===== src/design/lpp_pkg.sv =====
// Shared types and constants for the length-prefixed pair parser.
// No dependencies; the top level, the parser and the queue use this package.
package lpp_pkg;

    localparam int OFFSET_BITS_DEF = 32;
    localparam int LEN_FIELD_BYTES = 8;
    localparam int ID_FIELD_BYTES  = 4;
    localparam int RES_QUEUE_DEPTH = 4;

    // Result kinds.
    localparam logic [1:0] KIND_HEADER = 2'd0;
    localparam logic [1:0] KIND_VALUE  = 2'd1;
    localparam logic [1:0] KIND_DONE   = 2'd2;
    localparam logic [1:0] KIND_ERROR  = 2'd3;

    // Error codes.
    localparam logic [1:0] ERR_NONE    = 2'd0;
    localparam logic [1:0] ERR_SHORT   = 2'd1;
    localparam logic [1:0] ERR_LONG    = 2'd2;
    localparam logic [1:0] ERR_OVERRUN = 2'd3;

    typedef enum logic [6:0] {
        PH_LEN   = 7'b0000001,
        PH_ID    = 7'b0000010,
        PH_VALUE = 7'b0000100,
        PH_SKIP  = 7'b0001000,
        PH_ERR1  = 7'b0010000,
        PH_ERR2  = 7'b0100000,
        PH_ERR3  = 7'b1000000
    } phase_t;

    typedef struct packed {
        logic [1:0]  kind;
        logic [31:0] pair_id;
        logic [30:0] value_length;
        logic [7:0]  value_byte;
        logic [30:0] byte_index;
        logic        last_of_value;
        logic [1:0]  error_code;
        logic        last;
    } result_t;

    // Up to two results written into the queue in one cycle.
    typedef struct packed {
        logic [1:0] num;
        result_t    res0;
        result_t    res1;
    } push_t;

endpackage


===== src/design/lpp_byte_if.sv =====
// Input channel of the pair parser: one region byte per item.
// Depends on nothing.
interface lpp_byte_if;
    logic       valid;
    logic       ready;
    logic [7:0] data_byte;

    modport source (output valid, output data_byte, input ready);
    modport sink (input valid, input data_byte, output ready);
endinterface


===== src/design/lpp_result_if.sv =====
// Output channel of the pair parser: one result per item.
// Depends on nothing.
interface lpp_result_if;
    logic        valid;
    logic        ready;
    logic [1:0]  kind;
    logic [31:0] pair_id;
    logic [30:0] value_length;
    logic [7:0]  value_byte;
    logic [30:0] byte_index;
    logic        last_of_value;
    logic [1:0]  error_code;
    logic        last;

    modport source (output valid, output kind, output pair_id, output value_length,
                    output value_byte, output byte_index, output last_of_value,
                    output error_code, output last, input ready);
    modport sink (input valid, input kind, input pair_id, input value_length,
                  input value_byte, input byte_index, input last_of_value,
                  input error_code, input last, output ready);
endinterface


===== src/design/length_prefixed_pair_parser_top.sv =====
// Top level of the length-prefixed pair parser: channels, register port, parser and queue.
// Depends on lpp_pkg, lpp_byte_if, lpp_result_if, lpp_parser and lpp_res_queue.
//
// The block takes one region byte per clock cycle while the result queue has room and registers
// its results in that queue. A byte gives no result, one result, or two when it is the last byte
// of the region and also carries a header or value byte; the output hands over one result per
// cycle while results.ready is high. Bytes are accepted while the four-entry result queue has
// room for two more results, which does not depend on the output side in the same cycle. Writing
// the region length restarts the parse at the start of a region; the user does so only while
// the block is idle (not enforced by the block); after reset the region length is zero and every byte is dropped.
module length_prefixed_pair_parser_top #(
    parameter int OFFSET_BITS = lpp_pkg::OFFSET_BITS_DEF
) (
    input  logic                clk,
    input  logic                rst_n,
    lpp_byte_if.sink            bytes,
    lpp_result_if.source        results,
    input  logic                cfg_wr_en,
    input  logic [31:0]         cfg_wr_data
);

    lpp_pkg::push_t   push;
    lpp_pkg::result_t head;
    logic             has_room;
    logic             not_empty;
    logic             accept;

    assign bytes.ready = has_room;
    assign accept      = bytes.valid && has_room;

    lpp_parser #(
        .OFFSET_BITS (OFFSET_BITS)
    ) u_parser (
        .clk         (clk),
        .rst_n       (rst_n),
        .accept      (accept),
        .data_byte   (bytes.data_byte),
        .cfg_wr_en   (cfg_wr_en),
        .cfg_wr_data (cfg_wr_data),
        .push        (push)
    );

    lpp_res_queue u_queue (
        .clk       (clk),
        .rst_n     (rst_n),
        .push      (push),
        .pop       (results.ready),
        .head      (head),
        .not_empty (not_empty),
        .has_room  (has_room)
    );

    assign results.valid         = not_empty;
    assign results.kind          = head.kind;
    assign results.pair_id       = head.pair_id;
    assign results.value_length  = head.value_length;
    assign results.value_byte    = head.value_byte;
    assign results.byte_index    = head.byte_index;
    assign results.last_of_value = head.last_of_value;
    assign results.error_code    = head.error_code;
    assign results.last          = head.last;

endmodule


===== src/design/lpp_parser.sv =====
// Parse state machine: takes one byte per accepted item and produces up to two results.
// Depends on lpp_pkg.
module lpp_parser #(
    parameter int OFFSET_BITS = lpp_pkg::OFFSET_BITS_DEF
) (
    input  logic                  clk,
    input  logic                  rst_n,
    input  logic                  accept,
    input  logic [7:0]            data_byte,
    input  logic                  cfg_wr_en,
    input  logic [31:0]           cfg_wr_data,
    output lpp_pkg::push_t        push
);

    localparam logic [63:0] OFFSET_MAX = (64'd1 << OFFSET_BITS) - 64'd1;

    lpp_pkg::phase_t phase_reg, phase_next;
    logic [OFFSET_BITS-1:0] region_reg, region_next;
    logic [OFFSET_BITS-1:0] rem_reg, rem_next;
    logic [2:0]  cnt_reg, cnt_next;
    logic [63:0] len_reg, len_next;
    logic [31:0] id_reg, id_next;
    logic [30:0] vlen_reg, vlen_next;
    logic [30:0] vrem_reg, vrem_next;
    logic [30:0] idx_reg, idx_next;

    logic [63:0]            len_full;
    logic [31:0]            id_full;
    logic [63:0]            cfg_ext;
    logic [OFFSET_BITS-1:0] cfg_eff;
    lpp_pkg::result_t       res_a, res_fin;
    logic                   have_a, have_fin;

    assign len_full = {data_byte, len_reg[55:0]};
    assign id_full  = {data_byte, id_reg[23:0]};
    assign cfg_ext  = {32'd0, cfg_wr_data};
    assign cfg_eff  = (cfg_ext > OFFSET_MAX) ? '1 : cfg_ext[OFFSET_BITS-1:0];

    always_comb
    begin
        phase_next  = phase_reg;
        region_next = region_reg;
        rem_next    = rem_reg;
        cnt_next    = cnt_reg;
        len_next    = len_reg;
        id_next     = id_reg;
        vlen_next   = vlen_reg;
        vrem_next   = vrem_reg;
        idx_next    = idx_reg;
        res_a       = '0;
        res_fin     = '0;
        have_a      = 1'b0;
        have_fin    = 1'b0;
        push        = '0;

        if (accept && rem_reg != '0)
        begin
            unique case (phase_reg)
                lpp_pkg::PH_LEN:
                begin
                    if (cnt_reg == 3'd0 &&
                        rem_reg < OFFSET_BITS'(lpp_pkg::LEN_FIELD_BYTES))
                    begin
                        phase_next = lpp_pkg::PH_SKIP;
                    end
                    else if (cnt_reg == 3'(lpp_pkg::LEN_FIELD_BYTES - 1))
                    begin
                        len_next  = len_full;
                        cnt_next  = 3'd0;
                        vlen_next = len_full[30:0] - 31'(lpp_pkg::ID_FIELD_BYTES);
                        // The bytes left after this one are rem_reg - 1.
                        if (len_full < 64'(lpp_pkg::ID_FIELD_BYTES))
                            phase_next = lpp_pkg::PH_ERR1;
                        else if (|len_full[63:31])
                            phase_next = lpp_pkg::PH_ERR2;
                        else if (len_full >= 64'(rem_reg))
                            phase_next = lpp_pkg::PH_ERR3;
                        else
                            phase_next = lpp_pkg::PH_ID;
                    end
                    else
                    begin
                        len_next[{cnt_reg, 3'b000} +: 8] = data_byte;
                        cnt_next = cnt_reg + 3'd1;
                    end
                end
                lpp_pkg::PH_ID:
                begin
                    if (cnt_reg == 3'(lpp_pkg::ID_FIELD_BYTES - 1))
                    begin
                        cnt_next           = 3'd0;
                        id_next            = id_full;
                        have_a             = 1'b1;
                        res_a.kind         = lpp_pkg::KIND_HEADER;
                        res_a.pair_id      = id_full;
                        res_a.value_length = vlen_reg;
                        if (vlen_reg == 31'd0)
                        begin
                            phase_next = lpp_pkg::PH_LEN;
                            len_next   = '0;
                        end
                        else
                        begin
                            phase_next = lpp_pkg::PH_VALUE;
                            vrem_next  = vlen_reg;
                            idx_next   = 31'd0;
                        end
                    end
                    else
                    begin
                        id_next[{cnt_reg[1:0], 3'b000} +: 8] = data_byte;
                        cnt_next = cnt_reg + 3'd1;
                    end
                end
                lpp_pkg::PH_VALUE:
                begin
                    have_a              = 1'b1;
                    res_a.kind          = lpp_pkg::KIND_VALUE;
                    res_a.pair_id       = id_reg;
                    res_a.value_length  = vlen_reg;
                    res_a.value_byte    = data_byte;
                    res_a.byte_index    = idx_reg;
                    res_a.last_of_value = (vrem_reg == 31'd1);
                    vrem_next           = vrem_reg - 31'd1;
                    idx_next            = idx_reg + 31'd1;
                    if (vrem_reg == 31'd1)
                    begin
                        phase_next = lpp_pkg::PH_LEN;
                        len_next   = '0;
                        cnt_next   = 3'd0;
                    end
                end
                default:
                begin
                end
            endcase

            if (rem_reg == OFFSET_BITS'(1))
            begin
                have_fin = 1'b1;
                unique case (phase_next)
                    lpp_pkg::PH_ERR1:
                    begin
                        res_fin.kind       = lpp_pkg::KIND_ERROR;
                        res_fin.error_code = lpp_pkg::ERR_SHORT;
                    end
                    lpp_pkg::PH_ERR2:
                    begin
                        res_fin.kind       = lpp_pkg::KIND_ERROR;
                        res_fin.error_code = lpp_pkg::ERR_LONG;
                    end
                    lpp_pkg::PH_ERR3:
                    begin
                        res_fin.kind       = lpp_pkg::KIND_ERROR;
                        res_fin.error_code = lpp_pkg::ERR_OVERRUN;
                    end
                    default:
                    begin
                        res_fin.kind       = lpp_pkg::KIND_DONE;
                        res_fin.error_code = lpp_pkg::ERR_NONE;
                    end
                endcase
                res_fin.last = 1'b1;
                // The region ends here: start over on a region of the same length.
                phase_next = lpp_pkg::PH_LEN;
                rem_next   = region_reg;
                cnt_next   = 3'd0;
                len_next   = '0;
                id_next    = '0;
                vrem_next  = '0;
            end
            else
            begin
                rem_next = rem_reg - OFFSET_BITS'(1);
            end

            if (have_a && have_fin)
            begin
                push.num  = 2'd2;
                push.res0 = res_a;
                push.res1 = res_fin;
            end
            else if (have_a)
            begin
                push.num       = 2'd1;
                push.res0      = res_a;
                push.res0.last = 1'b1;
            end
            else if (have_fin)
            begin
                push.num  = 2'd1;
                push.res0 = res_fin;
            end
        end

        if (cfg_wr_en)
        begin
            region_next = cfg_eff;
            rem_next    = cfg_eff;
            phase_next  = lpp_pkg::PH_LEN;
            cnt_next    = 3'd0;
            len_next    = '0;
            id_next     = '0;
            vrem_next   = '0;
        end
    end

    always_ff @(posedge clk or negedge rst_n)
    begin
        if (!rst_n)
        begin
            phase_reg  <= lpp_pkg::PH_LEN;
            region_reg <= '0;
            rem_reg    <= '0;
            cnt_reg    <= '0;
            len_reg    <= '0;
            id_reg     <= '0;
            vlen_reg   <= '0;
            vrem_reg   <= '0;
            idx_reg    <= '0;
        end
        else
        begin
            phase_reg  <= phase_next;
            region_reg <= region_next;
            rem_reg    <= rem_next;
            cnt_reg    <= cnt_next;
            len_reg    <= len_next;
            id_reg     <= id_next;
            vlen_reg   <= vlen_next;
            vrem_reg   <= vrem_next;
            idx_reg    <= idx_next;
        end
    end

    // A byte that gives two results always closes its region.
    assert property (@(posedge clk) disable iff (!rst_n)
        (push.num == 2'd2) |->
        (push.res1.kind == lpp_pkg::KIND_DONE || push.res1.kind == lpp_pkg::KIND_ERROR))
        else $error("second result of a byte is not a region end");

    // While value bytes are expected the countdown has not run out.
    assert property (@(posedge clk) disable iff (!rst_n)
        (phase_reg == lpp_pkg::PH_VALUE) |-> (vrem_reg != 31'd0))
        else $error("value phase with no bytes remaining");

    // The bytes left never exceed the region length.
    assert property (@(posedge clk) disable iff (!rst_n)
        rem_reg <= region_reg)
        else $error("remaining count beyond region length");

    // With no region left, an accepted byte gives nothing.
    assert property (@(posedge clk) disable iff (!rst_n)
        (accept && rem_reg == '0) |-> (push.num == 2'd0))
        else $error("result produced outside the region");

endmodule


===== src/design/lpp_res_queue.sv =====
// Small result queue: takes up to two results a cycle, hands out one.
// Depends on lpp_pkg.
module lpp_res_queue (
    input  logic             clk,
    input  logic             rst_n,
    input  lpp_pkg::push_t   push,
    input  logic             pop,
    output lpp_pkg::result_t head,
    output logic             not_empty,
    output logic             has_room
);

    localparam int DEPTH = lpp_pkg::RES_QUEUE_DEPTH;
    localparam int PTR_W = $clog2(DEPTH);
    localparam int CNT_W = $clog2(DEPTH + 1);

    lpp_pkg::result_t  slot_reg [DEPTH];
    logic [PTR_W-1:0]  rd_ptr_reg, rd_ptr_next;
    logic [PTR_W-1:0]  wr_ptr_reg, wr_ptr_next;
    logic [CNT_W-1:0]  count_reg, count_next;
    logic              do_pop;

    assign not_empty = (count_reg != '0);
    // Room for the two results that one byte can give.
    assign has_room  = (count_reg <= CNT_W'(DEPTH - 2));
    assign head      = slot_reg[rd_ptr_reg];
    assign do_pop    = pop && not_empty;

    always_comb
    begin
        rd_ptr_next = do_pop ? rd_ptr_reg + PTR_W'(1) : rd_ptr_reg;
        wr_ptr_next = wr_ptr_reg + PTR_W'(push.num);
        count_next  = count_reg + CNT_W'(push.num) - CNT_W'(do_pop);
    end

    always_ff @(posedge clk or negedge rst_n)
    begin
        if (!rst_n)
        begin
            rd_ptr_reg <= '0;
            wr_ptr_reg <= '0;
            count_reg  <= '0;
        end
        else
        begin
            rd_ptr_reg <= rd_ptr_next;
            wr_ptr_reg <= wr_ptr_next;
            count_reg  <= count_next;
        end
    end

    always_ff @(posedge clk)
    begin
        if (push.num != 2'd0)
            slot_reg[wr_ptr_reg] <= push.res0;
        if (push.num == 2'd2)
            slot_reg[wr_ptr_reg + PTR_W'(1)] <= push.res1;
    end

    assert property (@(posedge clk) disable iff (!rst_n)
        count_reg <= CNT_W'(DEPTH))
        else $error("result queue overfilled");

    assert property (@(posedge clk) disable iff (!rst_n)
        (push.num != 2'd0) |-> has_room)
        else $error("results written without room");

    assert property (@(posedge clk) disable iff (!rst_n)
        (count_reg == '0) |-> (rd_ptr_reg == wr_ptr_reg))
        else $error("empty queue with pointers apart");

endmodule

===== src/flat_wrapper.sv =====
// flat-port wrapper written by rule: the top's interface ports become plain ports
module length_prefixed_pair_parser_top_flat 
#(
    parameter int OFFSET_BITS = lpp_pkg::OFFSET_BITS_DEF
)
  (clk, rst_n, cfg_wr_en, cfg_wr_data, bytes_valid, bytes_data_byte, bytes_ready, results_valid, results_kind, results_pair_id, results_value_length, results_value_byte, results_byte_index, results_last_of_value, results_error_code, results_last, results_ready);
  lpp_byte_if bytes_i ();
  lpp_result_if results_i ();
  input  logic clk;
  input  logic rst_n;
  input  logic cfg_wr_en;
  input  logic [31:0] cfg_wr_data;
  input wire logic [$bits(bytes_i.valid)-1:0] bytes_valid;
  input wire logic [$bits(bytes_i.data_byte)-1:0] bytes_data_byte;
  output wire logic [$bits(bytes_i.ready)-1:0] bytes_ready;
  output wire logic [$bits(results_i.valid)-1:0] results_valid;
  output wire logic [$bits(results_i.kind)-1:0] results_kind;
  output wire logic [$bits(results_i.pair_id)-1:0] results_pair_id;
  output wire logic [$bits(results_i.value_length)-1:0] results_value_length;
  output wire logic [$bits(results_i.value_byte)-1:0] results_value_byte;
  output wire logic [$bits(results_i.byte_index)-1:0] results_byte_index;
  output wire logic [$bits(results_i.last_of_value)-1:0] results_last_of_value;
  output wire logic [$bits(results_i.error_code)-1:0] results_error_code;
  output wire logic [$bits(results_i.last)-1:0] results_last;
  input wire logic [$bits(results_i.ready)-1:0] results_ready;
  assign bytes_i.valid = bytes_valid;
  assign bytes_i.data_byte = bytes_data_byte;
  assign bytes_ready = bytes_i.ready;
  assign results_valid = results_i.valid;
  assign results_kind = results_i.kind;
  assign results_pair_id = results_i.pair_id;
  assign results_value_length = results_i.value_length;
  assign results_value_byte = results_i.value_byte;
  assign results_byte_index = results_i.byte_index;
  assign results_last_of_value = results_i.last_of_value;
  assign results_error_code = results_i.error_code;
  assign results_last = results_i.last;
  assign results_i.ready = results_ready;
  length_prefixed_pair_parser_top #(.OFFSET_BITS(OFFSET_BITS)) u_core (.clk(clk), .rst_n(rst_n), .bytes(bytes_i), .results(results_i), .cfg_wr_en(cfg_wr_en), .cfg_wr_data(cfg_wr_data));
endmodule

===== config.mk =====
export PLATFORM = sky130hd
export DESIGN_NAME = length_prefixed_pair_parser_top_flat
export DESIGN_NICKNAME = d
export VERILOG_FILES = /design/src/design/lpp_pkg.sv /design/src/design/lpp_byte_if.sv /design/src/design/lpp_result_if.sv /design/src/design/length_prefixed_pair_parser_top.sv /design/src/design/lpp_parser.sv /design/src/design/lpp_res_queue.sv /design/src/flat_wrapper.sv
export SDC_FILE = /design/constraint.sdc
export NUM_CORES = 1
export LEC_CHECK = 0
export BUFFER_PORTS_ARGS = -buffer_cell sky130_fd_sc_hd__buf_4
export CORE_MARGIN = 8
export CORE_UTILIZATION = 55
export DETAILED_ROUTE_END_ITERATION = 10
export PLACE_DENSITY = 0.79
export SLEW_MARGIN = 20
export SYNTH_ARGS = -nofsm -noshare
export SYNTH_HDL_FRONTEND = slang
export SYNTH_HIERARCHICAL = 1
export SYNTH_SLANG_ARGS = --single-unit

===== constraint.sdc =====
create_clock -name clk -period 32.8 [get_ports clk]
set_input_delay 4.92 -clock clk [delete_from_list [all_inputs] [get_ports clk]]
set_output_delay 4.92 -clock clk [all_outputs]
set_load 0.02 [all_outputs]

==> flow_metrics.tcl <==
set metrics [dict create \
    clk_latency_ps 610 \
    critPathMaxFanout 46 \
    viasPerCell 6.24 \
    setup_violations 0 \
    total_power_mw 2.43 \
    required_ps 27880 \
    cp_common_cell "buf_4" \
    synthTopCellsByArea "edfxtp_1, dfrtp_1, mux2_2" \
    grt_antenna_before_repair 0 \
    clock_path_buffers 3 \
    final_antenna_net_count 0 \
    period_share_pct 27.2 \
    grt_max_degree 111 \
    crit_arrival_ps 3990 \
    power.density_nw_per_um2 59.7 \
    route.vias.total 24600 \
    ys_ff_latch 694 \
    grt_setup_unrepaired "no" \
    cp-start-kind "flip-flop" \
    path_class "reg2out" \
    tightestPinTransition_ps 1100 \
    yosysTopAreaCellShare_pct 35.2 \
    first_pass_iters 6 \
    root_buffer "clkbuf_16" \
    slowest_delay_ps 880 \
    fillers 5046 \
    crit_chain "buf_4, buf_4, mux4_2, buf_4" \
    clk_pin_slew_ps 60 \
    finalHoldViolCount 0 \
    fmax_ghz 0.112 \
    place_congestion 0.902 \
    grt_pass1_vias 25200 \
    irDropWorstVdd_uv 44.1 \
    synth-async-reset-ratio_pct 37.8 \
    cts_tree "built" \
    drv_cap 0 \
    die_h_um 275 \
    synth_cell_types 87 \
    crit_slowest_cell "buf_4" \
    synth.most_common_cell "edfxtp_1" \
    holdBufCountCts 0 \
    finalSetupTns_ps 0 \
    yosys_warnings 6 \
    synth_flop_cell "edfxtp_1" \
    min_path_type "reg2reg" \
    ys_seq_area_share_pct 53.0 \
    cp_num_buf_inv 3 \
    finClkSkew_ps 21.3 \
    design.core.area_um2 66800 \
    slew_headroom_pct 25.5 \
    cts.sinks 694 \
    ios 155 \
    die_w_um 275 \
    postLayoutCoreUtil_pct 60.9 \
    largest_register_ffs 432 \
    initial_core_util_pct 55.2 \
    area_growth_pct 10.3 \
    cts_htree_levels 3 \
    maxSlewViolCount 0 \
    critPathTopFamily "buffers and inverters" \
    wl_per_cell_um 23.2 \
    synth_common_cells "edfxtp_1, mux2_2, dfrtp_1" \
    wirelength_um 91300 \
    dp_hpwl_um 57700 \
    synth_area_per_cell_um2 12.6 \
    track_usage_pct 23.8 \
    port_buffers 154 \
    post_cts_resized 0 \
    drt_iter0_drc 2219 \
    num_rows 95 \
    die_area_um2 75600 \
    grt_pass1_wl_um 142000 \
    post_cts_buffers 0 \
    overflow 0 \
    worst_setup_path_end_kind "primary output" \
    power.leakage_nw 16.4 \
    drc 0 \
    cts_made_buffers 75 \
    drive_above_1_share_pct 29.1 \
    nets 3110 \
    status "finished clean" \
    yosysTopAreaCell "edfxtp_1" \
    syn_area_um2 36900 \
    final.min_clock_period_ps 8910 \
    synth_edf_count 432 \
    syn_inst 2925 \
]
kinds of logic after synthesis:
| family | share of synthesized area, % |
|---|---|
| compound gates | 8.26 |
| xor+xnor | 1.16 |
| fa+ha+maj | 1.95 |
| buf+inv | 5.42 |
| flops | 53.0 |
| mux | 20.3 |
| other cells | 0.0102 |
| simple gates | 9.93 |
cell usage in the layout, fill, tap and decap left out, drive strengths merged, types with 10 or more instances in the layout:
cell / instances
a22oi: 21
nor4: 50
xnor2: 38
a21oi: 104
or3: 28
mux2: 436
conb: 103
a22o: 50
clkinv: 25
nor3: 53
a211oi: 10
inv: 97
nand3: 34
a32o: 17
nand2: 202
clkbuf: 99
nor2: 148
edfxtp: 432
o21ai: 235
xor2: 11
buf: 184
dfrtp: 261
and3: 106
ha: 56
mux4: 108
nand4: 16
or4: 15
layer usage:
metal / track usage (%) / vias to the layer above / routed length (µm)
li1: - / 11000 / -
met1: 31.6 / 12400 / 38000
met2: 39.7 / 972 / 44400
met3: 4.13 / 182 / 6270
met4: 8.22 / 0 / 2650
met5: 0 / - / 0
cell type report:
class	count	area (µm²)	share of cell area, %
Clock inverter	37	360	0.886
Antenna cell	1	2.50	0.00615
Multi-Input combinational cell	1958	15800	38.9
Clock buffer	99	2110	5.19
Tap cell	873	1090	2.69
Inverter	95	357	0.877
Sequential cell	694	19500	48.0
Timing Repair Buffer	184	1390	3.42
power by group:
part	internal [mW]	total (mW)	switching, mW
clock	0.508	0.850	0.343
combinational	0.236	0.567	0.331
sequential	0.950	1.01	0.0624
total	1.69	2.43	0.736
path summary, 6_finish.rpt:
path                       cells after the start                          from  slack [ps]                        endpoint
max in group asynchronous                      2                         rst_n       26980      u_core/u_parser/rem_reg[4]
hold reg to reg                                2     u_core/u_parser/id_reg[6]         480       u_core/u_parser/id_reg[6]
setup reg to reg                              12  u_core/u_parser/phase_reg[5]       26170  u_core/u_queue/slot_reg[2][61]
hold / removal                                 2     u_core/u_parser/id_reg[6]         480       u_core/u_parser/id_reg[6]
setup / recovery                               4  u_core/u_queue/rd_ptr_reg[0]       23890                 results_kind[1]
min in group asynchronous                      1                         rst_n        4350      u_core/u_parser/id_reg[23]
worst reg2reg max path, cell delays in order, from the launching register on:
cell,delay (ps)
dfrtp_1,410
or4_1,740
nor3_1,310
nand2_2,80
buf_4,330
nand2_1,140
buf_4,510
ha_1,370
and3_1,300
and4bb_4,1080
o21bai_4,520
buf_4,660
buf_4,730
per-stage QoR:
stage / cells / hold slack [ps] / instance area, µm² / setup WS (ps)
2_1_floorplan: 3027 / 442 / 37300 / 18800
3_3_place_gp: 3804 / 453 / 38200 / 23770
3_5_place_dp: 3804 / 469 / 38200 / 23710
4_1_cts: 3940 / 481 / 40600 / 23730
5_1_grt: 3940 / 510 / 40700 / 23530
6_report: 3941 / 481 / 40700 / 23890
No activity file was read; power rests on OpenSTA's default activity.
